<file path="config.mk">
export PLATFORM = sky130hd
export DESIGN_NAME = i2c_baud_divider_search
export DESIGN_NICKNAME = d
export VERILOG_FILES = /design/src/i2cbd_pkg.sv /design/src/i2c_baud_divider_search.sv /design/src/i2cbd_div.sv
export SDC_FILE = /design/constraint.sdc
export NUM_CORES = 1
export LEC_CHECK = 0
export BUFFER_PORTS_ARGS = -buffer_cell sky130_fd_sc_hd__buf_2
export CAP_MARGIN = 40
export CORE_MARGIN = 1
export CORE_UTILIZATION = 30
export CTS_BUF_LIST = sky130_fd_sc_hd__clkbuf_4
export DETAILED_ROUTE_END_ITERATION = 10
export GPL_ROUTABILITY_DRIVEN = 0
export HOLD_SLACK_MARGIN = 0.12
export SYNTH_ARGS = -nofsm -noshare
export SYNTH_HDL_FRONTEND = slang
export SYNTH_SLANG_ARGS = --single-unit
</file>
<file path="constraint.sdc">
create_clock -name clk -period 17.25 [get_ports clk]
set_input_delay 0.8625 -clock clk [delete_from_list [all_inputs] [get_ports clk]]
set_output_delay 0.8625 -clock clk [all_outputs]
set_load 0.02 [all_outputs]
</file>
<file path="src/i2cbd_pkg.sv">
`timescale 1ns / 1ps
// ----------------------------------------------------------------------------
// i2cbd_pkg
// Shared types, widths and the SCL divider table for the divider search.
// ----------------------------------------------------------------------------
package i2cbd_pkg;

  localparam int CLK_W   = 31;  // module clock, hertz
  localparam int TGT_W   = 22;  // wanted bus rate
  localparam int RATE_W  = 27;  // achieved rate
  localparam int IDX_W   = 6;
  localparam int MULT_W  = 2;
  localparam int BYTE_W  = 8;
  localparam int TAB_W   = 12;  // widest table entry is 3840
  localparam int DVS_W   = 14;  // table entry times four
  localparam int CNT_W   = 5;   // counts the CLK_W quotient bits

  localparam logic [IDX_W-1:0]  LAST_IDX   = 6'd63;
  localparam logic [MULT_W-1:0] LAST_MULT  = 2'd2;  // x4
  localparam int                MULT_SHIFT = 6;

  localparam logic [TAB_W-1:0] SCL_DIV [64] = '{
    12'd20,   12'd22,   12'd24,   12'd26,   12'd28,   12'd30,   12'd34,   12'd40,
    12'd28,   12'd32,   12'd36,   12'd40,   12'd44,   12'd48,   12'd56,   12'd68,
    12'd48,   12'd56,   12'd64,   12'd72,   12'd80,   12'd88,   12'd104,  12'd128,
    12'd80,   12'd96,   12'd112,  12'd128,  12'd144,  12'd160,  12'd192,  12'd240,
    12'd160,  12'd192,  12'd224,  12'd256,  12'd288,  12'd320,  12'd384,  12'd480,
    12'd320,  12'd384,  12'd448,  12'd512,  12'd576,  12'd640,  12'd768,  12'd960,
    12'd640,  12'd768,  12'd896,  12'd1024, 12'd1152, 12'd1280, 12'd1536, 12'd1920,
    12'd1280, 12'd1536, 12'd1792, 12'd2048, 12'd2304, 12'd2560, 12'd3072, 12'd3840
  };

  typedef enum logic [2:0] {
    S_IDLE,
    S_START,
    S_WAIT,
    S_CMP,
    S_DONE
  } state_t;

  typedef struct packed {
    logic start;
  } div_ctl_t;

  typedef struct packed {
    logic busy;
    logic done;
  } div_stat_t;

endpackage

</file>
<file path="src/i2c_baud_divider_search.sv">
`timescale 1ns / 1ps
// ----------------------------------------------------------------------------
// i2c_baud_divider_search
// Searches 64 SCL dividers x multipliers 1, 2, 4 for the closest bus rate.
// ----------------------------------------------------------------------------
// The 192 candidates are tried one after another: each starts the divider, waits for
//   done and is compared; the best pair is then loaded into the output registers.
// One request at a time: the bit-serial divider is shared by every candidate,
//   and the block is not ready while a search runs.
// Reset: synchronous, active low; clears the sequencer and out_valid.
module i2c_baud_divider_search
  import i2cbd_pkg::*;
(
  input  logic              clk,
  input  logic              rst_n,
  input  logic              in_valid,
  output logic              in_ready,
  input  logic [CLK_W-1:0]  in_module_clock_hz,
  input  logic [TGT_W-1:0]  in_target_rate,
  output logic              out_valid,
  input  logic              out_ready,
  output logic [MULT_W-1:0] out_mult_code,
  output logic [IDX_W-1:0]  out_divider_index,
  output logic [RATE_W-1:0] out_achieved_rate,
  output logic [BYTE_W-1:0] out_divider_byte
);

  state_t state_r, state_nxt;

  logic [CLK_W-1:0]  clk_hz_r, clk_hz_nxt;
  logic [TGT_W-1:0]  tgt_r, tgt_nxt;
  logic [IDX_W-1:0]  idx_r, idx_nxt;
  logic [MULT_W-1:0] mult_r, mult_nxt;
  logic [RATE_W-1:0] best_rate_r, best_rate_nxt;
  logic [RATE_W-1:0] best_err_r, best_err_nxt;
  logic [IDX_W-1:0]  best_idx_r, best_idx_nxt;
  logic [MULT_W-1:0] best_mult_r, best_mult_nxt;

  logic              out_valid_r, out_valid_nxt;
  logic [MULT_W-1:0] o_mult_r, o_mult_nxt;
  logic [IDX_W-1:0]  o_idx_r, o_idx_nxt;
  logic [RATE_W-1:0] o_rate_r, o_rate_nxt;

  div_ctl_t          div_ctl;
  div_stat_t         div_st;
  logic [CLK_W-1:0]  quo;
  logic [DVS_W-1:0]  divisor;
  logic [RATE_W-1:0] rate;
  logic [RATE_W-1:0] tgt_ext;
  logic [RATE_W-1:0] err;

  // multiplier is a power of two: shift the table entry
  assign divisor = DVS_W'({2'b00, SCL_DIV[idx_r]} << mult_r);

  i2cbd_div u_div (
    .clk      (clk),
    .rst_n    (rst_n),
    .ctl      (div_ctl),
    .dividend (clk_hz_r),
    .divisor  (divisor),
    .stat     (div_st),
    .quotient (quo)
  );

  // smallest divisor is 20, so the quotient fits RATE_W bits
  assign rate    = quo[RATE_W-1:0];
  assign tgt_ext = RATE_W'(tgt_r);
  assign err     = (tgt_ext >= rate) ? (tgt_ext - rate) : (rate - tgt_ext);

  assign in_ready = (state_r == S_IDLE);

  always_comb begin
    state_nxt     = state_r;
    clk_hz_nxt    = clk_hz_r;
    tgt_nxt       = tgt_r;
    idx_nxt       = idx_r;
    mult_nxt      = mult_r;
    best_rate_nxt = best_rate_r;
    best_err_nxt  = best_err_r;
    best_idx_nxt  = best_idx_r;
    best_mult_nxt = best_mult_r;
    out_valid_nxt = out_valid_r;
    o_mult_nxt    = o_mult_r;
    o_idx_nxt     = o_idx_r;
    o_rate_nxt    = o_rate_r;
    div_ctl.start = 1'b0;

    if (out_valid_r && out_ready) begin
      out_valid_nxt = 1'b0;
    end

    case (state_r)
      S_IDLE: begin
        if (in_valid) begin
          clk_hz_nxt    = in_module_clock_hz;
          tgt_nxt       = in_target_rate;
          idx_nxt       = '0;
          mult_nxt      = '0;
          // notional best rate of zero: its error is the target itself
          best_rate_nxt = '0;
          best_err_nxt  = RATE_W'(in_target_rate);
          best_idx_nxt  = '0;
          best_mult_nxt = '0;
          state_nxt     = S_START;
        end
      end
      S_START: begin
        div_ctl.start = 1'b1;
        state_nxt     = S_WAIT;
      end
      S_WAIT: begin
        if (div_st.done) begin
          state_nxt = S_CMP;
        end
      end
      S_CMP: begin
        // strict compare: ties keep the earlier pair
        if (err < best_err_r) begin
          best_err_nxt  = err;
          best_rate_nxt = rate;
          best_idx_nxt  = idx_r;
          best_mult_nxt = mult_r;
        end
        if (mult_r == LAST_MULT) begin
          mult_nxt = '0;
          idx_nxt  = idx_r + 1'b1;
        end else begin
          mult_nxt = mult_r + 1'b1;
        end
        if (mult_r == LAST_MULT && idx_r == LAST_IDX) begin
          state_nxt = S_DONE;
        end else begin
          state_nxt = S_START;
        end
      end
      S_DONE: begin
        if (!out_valid_r || out_ready) begin
          out_valid_nxt = 1'b1;
          o_mult_nxt    = best_mult_r;
          o_idx_nxt     = best_idx_r;
          o_rate_nxt    = best_rate_r;
          state_nxt     = S_IDLE;
        end
      end
      default: begin
        state_nxt = S_IDLE;
      end
    endcase
  end

  always_ff @(posedge clk) begin
    if (!rst_n) begin
      state_r     <= S_IDLE;
      out_valid_r <= 1'b0;
    end else begin
      state_r     <= state_nxt;
      out_valid_r <= out_valid_nxt;
    end
  end

  always_ff @(posedge clk) begin
    clk_hz_r    <= clk_hz_nxt;
    tgt_r       <= tgt_nxt;
    idx_r       <= idx_nxt;
    mult_r      <= mult_nxt;
    best_rate_r <= best_rate_nxt;
    best_err_r  <= best_err_nxt;
    best_idx_r  <= best_idx_nxt;
    best_mult_r <= best_mult_nxt;
    o_mult_r    <= o_mult_nxt;
    o_idx_r     <= o_idx_nxt;
    o_rate_r    <= o_rate_nxt;
  end

  assign out_valid         = out_valid_r;
  assign out_mult_code     = o_mult_r;
  assign out_divider_index = o_idx_r;
  assign out_achieved_rate = o_rate_r;
  assign out_divider_byte  = BYTE_W'({o_mult_r, o_idx_r});

  // ---- checks ----
  a_start_idle: assert property (@(posedge clk) disable iff (!rst_n)
    div_ctl.start |-> !div_st.busy)
    else $error("divider started while busy");

  a_busy_not_ready: assert property (@(posedge clk) disable iff (!rst_n)
    div_st.busy |-> !in_ready)
    else $error("input ready during a division");

  a_mult_legal: assert property (@(posedge clk) disable iff (!rst_n)
    out_valid |-> (out_mult_code != 2'd3))
    else $error("illegal multiplier code on output");

  a_cmp_after_done: assert property (@(posedge clk) disable iff (!rst_n)
    (state_r == S_CMP) |-> $past(div_st.done))
    else $error("compare without a finished division");

endmodule

</file>
<file path="src/i2cbd_div.sv">
`timescale 1ns / 1ps
// ----------------------------------------------------------------------------
// i2cbd_div
// Restoring divider, one quotient bit per cycle.
// ----------------------------------------------------------------------------
module i2cbd_div
  import i2cbd_pkg::*;
(
  input  logic             clk,
  input  logic             rst_n,
  input  div_ctl_t         ctl,
  input  logic [CLK_W-1:0] dividend,
  input  logic [DVS_W-1:0] divisor,
  output div_stat_t        stat,
  output logic [CLK_W-1:0] quotient
);

  logic             busy_r, busy_nxt;
  logic             done_r, done_nxt;
  logic [CNT_W-1:0] cnt_r, cnt_nxt;
  logic [DVS_W-1:0] rem_r, rem_nxt;
  logic [DVS_W-1:0] dvs_r, dvs_nxt;
  logic [CLK_W-1:0] quo_r, quo_nxt;
  logic [DVS_W:0]   rem_sh;
  logic [DVS_W:0]   rem_sub;
  logic             ge;

  // dividend shifts out of the top of quo_r while quotient bits enter below
  assign rem_sh  = {rem_r, quo_r[CLK_W-1]};
  assign ge      = rem_sh >= {1'b0, dvs_r};
  assign rem_sub = rem_sh - {1'b0, dvs_r};

  always_comb begin
    busy_nxt = busy_r;
    done_nxt = 1'b0;
    cnt_nxt  = cnt_r;
    rem_nxt  = rem_r;
    dvs_nxt  = dvs_r;
    quo_nxt  = quo_r;
    if (ctl.start && !busy_r) begin
      busy_nxt = 1'b1;
      cnt_nxt  = CNT_W'(CLK_W - 1);
      rem_nxt  = '0;
      dvs_nxt  = divisor;
      quo_nxt  = dividend;
    end else if (busy_r) begin
      rem_nxt = ge ? rem_sub[DVS_W-1:0] : rem_sh[DVS_W-1:0];
      quo_nxt = {quo_r[CLK_W-2:0], ge};
      cnt_nxt = cnt_r - 1'b1;
      if (cnt_r == '0) begin
        busy_nxt = 1'b0;
        done_nxt = 1'b1;
      end
    end
  end

  always_ff @(posedge clk) begin
    if (!rst_n) begin
      busy_r <= 1'b0;
      done_r <= 1'b0;
      cnt_r  <= '0;
    end else begin
      busy_r <= busy_nxt;
      done_r <= done_nxt;
      cnt_r  <= cnt_nxt;
    end
  end

  always_ff @(posedge clk) begin
    rem_r <= rem_nxt;
    dvs_r <= dvs_nxt;
    quo_r <= quo_nxt;
  end

  assign stat.busy = busy_r;
  assign stat.done = done_r;
  assign quotient  = quo_r;

endmodule
</file>
**Word-level counts from Yosys, hierarchy flattened**

Memory sizes are Yosys's and may differ from the RTL's.
Index checks and enable logic that the tools add are counted.

- $add $sub $neg: 6
- $mul: 0
- Divide/modulo/power cells: 0
- Order comparisons: 4
- Eq/ne operators: 11
- Shift operators: 1
- Mux-type cells: 37
- Bitwise gates (word level): 3
- Reduce and logical (&&, ||, !) cells: 18

Operators with widths:

| cell | count |
|---|---|
| $mux 27 | 5 |
| $pmux 27 s2 | 2 |
| $mux 31 | 2 |
| $ge 22x27->1 | 1 |
| $lt 27x27->1 | 1 |
| $sub 22x27->27 | 1 |
| $sub 27x22->27 | 1 |
| $mux 12 | 2 |
| $pmux 6 s2 | 2 |
| $mux 6 | 3 |
| $ge 15x14->1 | 1 |
| $pmux 3 s5 | 1 |
| $mux 14 | 1 |
| $shl 12x2->14 | 1 |
| $sub 14x14->14 | 1 |
| $mux 3 | 4 |
| $mux 5 | 2 |
| $reduce_and 3->1 | 3 |
| $mux 1 | 8 |
| $ne 2x2->1 const B | 4 |
| $pmux 2 s2 | 2 |
| $ge 7x7->1 const B | 1 |
| $not 6->7 | 1 |
| $add 6x1->6 const B | 1 |
| 19 further kinds | 29 |

- Flip-flop bits (word level): 228
- Bits in latches: 0
- RAM bits: 0
- Bits in read-only memories: 768
- Output and inout port bits: 45
- Memories kept: 1

Memories:

| memory | words | bits a word | read ports | clocked after Yosys merged registers in | write ports | line | text |
|---|---|---|---|---|---|---|---|
| (no name shown) | 64 | 12 | 1 | 0 | 0 | i2c_baud_divider_search.sv:53 | `assign divisor = DVS_W'({2'b00, SCL_DIV[idx_r]} << mult_r);` |

**Logic depth before layout (Yosys ltp)**

- Depth after elaboration: 5
- Gate-level depth with buffers: 21
- Mapped depth without buffers: 18

**Hierarchy**

Synthesis repeated with hierarchy kept, for this count alone.

- Cell total of the unflattened synthesis: 1182
- Area, all modules: 12922.4 µm²

By module, submodules not included:

| module | times used | cells an instance | area each (µm²) | sequential area each (µm²) |
|---|---|---|---|---|
| i2c_baud_divider_search | 1 | 881 | 9542.9 | 4824.6 |
| i2cbd_div | 1 | 301 | 3379.5 | 1771.7 |

**Least setup slack after synthesis**

OpenSTA, ideal clock, no wires.

- Path kind: reg-to-reg
- Start: register tgt_r[2]
- End: register best_err_r[0] (enable)
- Arrival time: 7.094 ns
- Data required time: 16.748 ns
- Slack: 9.654 ns
- Cell stages (with the launch flop): 22
- Cell sequence: edfxtp_1 > inv_1 > ha_1 > buf_2 > a21oi_2 > a211oi_1 > o311a_1 > o21a_1 > o22ai_2 > buf_6 > buf_4 > mux2_2 > ha_1 > a21boi_0 > o21a_1 > o21a_1 > o2111ai_1 > nand4b_1 > a311o_1 > a31oi_1 > o211ai_1 > a21oi_1

- Longest elaborated chain between the ends: 5
- Elaborated cells on any way between the ends: 7
- Classes of those cells: add/sub: 2; order compare: 2; eq/ne: 1; mux: 1; reduce/logical: 1

Ends and longest elaborated chain:

| element | line | text |
|---|---|---|
| start: declaration | i2c_baud_divider_search.sv:31 | `logic [TGT_W-1:0] tgt_r, tgt_nxt;` |
| start signal: assignment | i2c_baud_divider_search.sv:163 | `tgt_r <= tgt_nxt;` |
| $sub 27x22->27, or another cell as far along | i2c_baud_divider_search.sv:68 | `assign err = (tgt_ext >= rate) ? (tgt_ext - rate) : (rate - tgt_ext);` |
| $mux 27 * | i2c_baud_divider_search.sv:68 |  |
| $lt 27x27->1 * | i2c_baud_divider_search.sv:118 | `if (err < best_err_r) begin` |
| $ne 2x2->1 (no line) * | -- |  |
| $reduce_and 3->1 (no line) * | -- |  |
| end signal: assignment | i2c_baud_divider_search.sv:167 | `best_err_r <= best_err_nxt;` |
| end: declaration | i2c_baud_divider_search.sv:35 | `logic [RATE_W-1:0] best_err_r, best_err_nxt;` |

Every way passes the cells marked *; elsewhere a longest branch is shown, timed or not.
A chain may end at the register's enable or synchronous reset.

**Final worst setup path**

- Start: register u_div.quo_r[8], in the netlist u_div.quotient[8]
- End: register best_err_r[15] (enable)

- Longest elaborated chain between the ends: 5
- Elaborated cells on any way between the ends: 7
- Classes of those cells: add/sub: 2; order compare: 2; eq/ne: 1; mux: 1; reduce/logical: 1

Ends and longest elaborated chain:

| element | line | text |
|---|---|---|
| start: declaration | i2cbd_div.sv:23 | `logic [CLK_W-1:0] quo_r, quo_nxt;` |
| start signal: assignment | i2cbd_div.sv:72 | `quo_r <= quo_nxt;` |
| $sub 27x22->27, or another cell as far along | i2c_baud_divider_search.sv:68 |  |
| $mux 27 * | i2c_baud_divider_search.sv:68 |  |
| $lt 27x27->1 * | i2c_baud_divider_search.sv:118 |  |
| $ne 2x2->1 (no line) * | -- |  |
| $reduce_and 3->1 (no line) * | -- |  |

Marks and branches as above.

==> impl_summary.txt <==
----------------------------------------------------
[Clock tree]
  Buffer levels on the longest clock path ... 3
  Number of buffers inserted to repair setup after CTS ... 0
  # hold bufs at CTS ... 0
  Number of sinks handled by clock tree synthesis ... 227
  TritonCTS Buffers ... 60
  Worst skew pair latency ... 0.78 ns
  Clk pin slew, worst setup/hold paths ... 0.07 ns
  Cell at the root of the clock tree ... sky130_fd_sc_hd__clkbuf_4
  Clock tree from TritonCTS ... yes
  Number of gates resized after cts ... 0
  H-tree levels ... 2

[Setup path]
  Crit Path Class ... reg2reg
  Critical Path Sink Type ... flop
  Maximum net fanout on the critical path ... 43
  Critical R2R Capture ... best_err_r[15]$_DFFE_PP_
  Signal arrival time at the worst endpoint ... 6.53 ns
  Worst setup slack for register-to-register paths ... 11.06 ns
  Kind of launch point of the worst setup path ... flop
  Crit Reg-Reg Startpoint ... u_div.quotient[8]$_DFFE_PP_
  Depth of the most critical reg-to-reg path ... 18
  CP required ... 17.59 ns

[Pwr]
  Total net switching power ... 0.556 mW
  Power share of the combinational group ... 29.1%
  Worst voltage drop across the vdd grid ... 0.0479 mV
  Leakage power ... 5.98 nW
  Net switching share of the total power ... 33.5%
  Clock Power Share ... 27.8%
  Internal power ... 1.10 mW
  Fraction of power consumed by sequential logic ... 43.1%
  Power density cells ... 116 nW/um2

[Timing]
  Accumulated negative setup slack ... 0 ns
  Worst Skew ... 0.0772 ns
  PnR worst setup slack ... 11.06 ns
  Slew headroom ... 40.4%
  Max Freq ... 161 MHz
  Final setup violation count ... 0
  Unrepaired setup endpoints after global routing ... no
  Worst Hold Slack ... 0.260 ns
  Number of pins exceeding their max-slew limit in the final report ... 0
  Slew of the pin with the lowest slew margin ... 0.894 ns
  Final critical-path share of the clock period ... 35.9%
  Min cycle time layout ... 6.19 ns
  Count of final hold-check violations ... 0

[Layout]
  Final design instance area without fill ... 14,300 um2
  Count of nets after finishing ... 1,420
  Most common cell after layout, fill and taps aside ... sky130_fd_sc_hd__edfxtp_1
  Count of filler cells inserted in the layout ... 4,195
  Fraction of final layout cells with drive strength greater than 1 ... 19.6%
  Commonest non-fill, non-tap cells in the layout ... sky130_fd_sc_hd__edfxtp_1 (202), sky130_fd_sc_hd__nand2_1 (108), sky130_fd_sc_hd__inv_1 (107)
  Synth-to-layout area growth ... 13.7%

[Min path]
  Hold worst-path end ... clk_hz_r[19]$_DFFE_PP_
  Worst min path class ... in2reg
  Cell depth of the worst hold path ... 1
  Startpoint of the worst hold path ... in_module_clock_hz[19]

[GRT]
  Global-route usage over all layers ... 14.3%
  Pin count of the biggest net entering global routing ... 47
  First-pass GRT wire length ... 47,800 um
  Global routing usage on met3 ... 2.98%
  GR Util met2 ... 23.9%
  Overflow left after global routing ... 0
  Antenna violations before repair ... 6
  Vias in the first global route ... 9,088
  Met1 Track Usage GR ... 17.8%
  GR peak layer ... met2

[Logic synthesis]
  Number of register bits inferred by synthesis ... 227
  Share of the yosys chip area belonging to registers ... 52.2%
  Yosys warns ... 0
  Count of flip-flops with a built-in enable after synthesis ... 202
  Number of different library cells in the post-synthesis netlist ... 77
  Net count after synthesis ... 1,309
  Flip-flop cell with the highest count after synthesis ... sky130_fd_sc_hd__edfxtp_1
  Mean post-synth cell area ... 10.9 um2
  Cell count after synthesis ... 1,158
  Cell Area, Synth ... 12,600 um2
  FFs w/ async S/R, synth ... 0%

[Route]
  Detailed-router iteration count before antenna repair ... 10
  Number of design rule violations left after detail routing ... 12
  Wire per inst ... 16.2 um
  DRT antenna net count ... 0
  Total via count in the routed design ... 8,966
  Via/cell ratio ... 4.85
  Initial detailed-routing violation count ... 643
  Wire length after detailed routing ... 29,900 um

[Placement]
  Worst slack after detailed placement ... 11.04 ns
  Port buffer count ... 101
  Standard cell area after detailed placement ... 13,500 um2
  Detail Placement HPWL ... 21,400 um

[Flow run]
  MaxCap Viol Count ... 0

[Floorplan]
  Starting utilization of the core area ... 30.6%
  Die Area ... 42,700 um2
  Top-level port count ... 102
  Number of core rows ... 74
  Floorplan die height ... 207 um
  Horiz. Die Dim ... 207 um
  Core outline area ... 41,100 um2

[Outcome]
  Violated checks ... DRC
  Outcome ... complete, but fails checks

----------------------------------------------------
-- cells in the mapped netlist (all sizes together), types with 2 or more instances --
library cell	n	share of area, %
o221ai	2	0.14
edfxtp	202	48
nand3b	3	0.18
a21o	35	2.1
a31oi	10	0.50
a211oi	11	0.66
a21boi	4	0.24
inv	108	3.2
a22o	3	0.21
xor2	20	1.4
and4	2	0.14
o311ai	9	0.63
dfxtp	25	4.0
nor3b	4	0.28
o21a	12	0.72
o211ai	13	0.82
o22ai	3	0.20
nand2	108	3.2
a31o	4	0.28
o21ai	56	2.2
nor2	89	2.7
mux2	28	2.5
nand3	26	1.0
ha	92	9.2
and3	7	0.35
nor2b	11	0.55
o31ai	4	0.24
a221oi	4	0.33
and2	14	0.70
nor3	19	0.76
a21oi	67	2.7
o2111ai	2	0.14
nor4	4	0.20
buf	33	1.6
xnor2	20	1.4
a2111oi	3	0.41
clkbuf	29	0.88
a211o	6	0.42
fa	2	0.32
or2	2	0.10
nand4	7	0.35
mux2i	23	1.8
or3	5	0.29
nand2b	10	0.50
-- metrics by stage --
stage	power, mW	utilization (%)	instances
after floorplan	1.08	-	1158
after global placement	1.19	32.9	1738
after detailed placement	1.21	32.9	1739
after CTS	1.68	34.8	1845
after global routing	1.77	34.8	1846
final	1.66	34.8	1849
-- power by group through the flow --
stage | Combinational [mW] | Sequential, mW | Clock, mW
3_3_place_gp | 0.470 | 0.724 | 0
2_1_floorplan | 0.370 | 0.709 | 0
4_1_cts | 0.484 | 0.715 | 0.479
5_1_grt | 0.541 | 0.723 | 0.506
6_report | 0.482 | 0.715 | 0.461
3_5_place_dp | 0.480 | 0.727 | 0
-- critical path, cell delays in order (launching register included) --
cell and delay, ns:
sky130_fd_sc_hd__edfxtp_1 0.40, sky130_fd_sc_hd__ha_1 0.43, sky130_fd_sc_hd__nand4_1 0.21, sky130_fd_sc_hd__a211oi_1 0.09
sky130_fd_sc_hd__o311a_1 0.37, sky130_fd_sc_hd__o21a_1 0.22, sky130_fd_sc_hd__o22ai_4 0.38, sky130_fd_sc_hd__buf_4 0.42
sky130_fd_sc_hd__mux2_4 0.35, sky130_fd_sc_hd__a31o_1 0.23, sky130_fd_sc_hd__xor2_1 0.15, sky130_fd_sc_hd__ha_1 0.20
sky130_fd_sc_hd__a21o_1 0.15, sky130_fd_sc_hd__a21o_1 0.19, sky130_fd_sc_hd__a311o_1 0.34, sky130_fd_sc_hd__a31oi_1 0.19
sky130_fd_sc_hd__o211ai_1 0.16, sky130_fd_sc_hd__a21oi_4 0.66, sky130_fd_sc_hd__buf_4 0.62
-- logic make-up (layout without fill, tap and decap cells) --
kind of cell	Yosys count	in the layout	share of synthesized area, %
AO/OA/AOI/OAI	259	259	13.8
adder cells (fa/ha/maj)	94	94	9.48
AND/OR/NAND/NOR	315	315	11.6
XOR/XNOR	40	40	2.79
buffers and inverters	172	327	5.79
other	0	4	0
multiplexers	51	51	4.37
flip-flops	227	227	52.2
-- metal layers --
metal | up-vias | routed length (um)
li1 | 4414 | -
met2 | 213 | 14200
met1 | 4268 | 13100
met3 | 65 | 1600
met5 | - | 34
met4 | 6 | 974
-- cell type report --
class	count	area, um2	share of cell area [%]
clock inverters	19	95.1	0.665
inverters	109	409	2.86
clock buffers	87	653	4.57
diodes	4	10.0	0.0700
multi-input cells	759	5310	37.1
flip-flops and latches	227	6570	45.9
well taps	532	666	4.66
repair buffers	112	588	4.11
-- registers in the layout, summed over array words and instances (netlist names), 3 cells and up --
name               cells
best_err_r            27
best_idx_r             6
best_rate_r           27
clk_hz_r              31
idx_r                  6
out_achieved_rate     27
out_divider_index      6
state_r                3
tgt_r                 22
u_div.cnt_r            5
u_div.dvs_r           13
u_div.quotient        31
u_div.rem_r           14
-- worst max-delay path by stage --
stage          cells past startpoint                   startpoint  slack, ns                          end
2_1_floorplan                     21           tgt_r[2]$_DFFE_PP_       9.65      best_err_r[0]$_DFFE_PP_
3_3_place_gp                      19           tgt_r[8]$_DFFE_PP_      11.18     best_err_r[15]$_DFFE_PP_
3_5_place_dp                      19           tgt_r[8]$_DFFE_PP_      11.04  best_idx_r[2]$_SDFFCE_PN0P_
4_1_cts                           18  u_div.quotient[8]$_DFFE_PP_      11.03     best_err_r[17]$_DFFE_PP_
5_1_grt                           19           tgt_r[8]$_DFFE_PP_      10.73     best_err_r[15]$_DFFE_PP_
6_report                          18  u_div.quotient[8]$_DFFE_PP_      11.06     best_err_r[15]$_DFFE_PP_
Power figures use the tool's default switching activity.
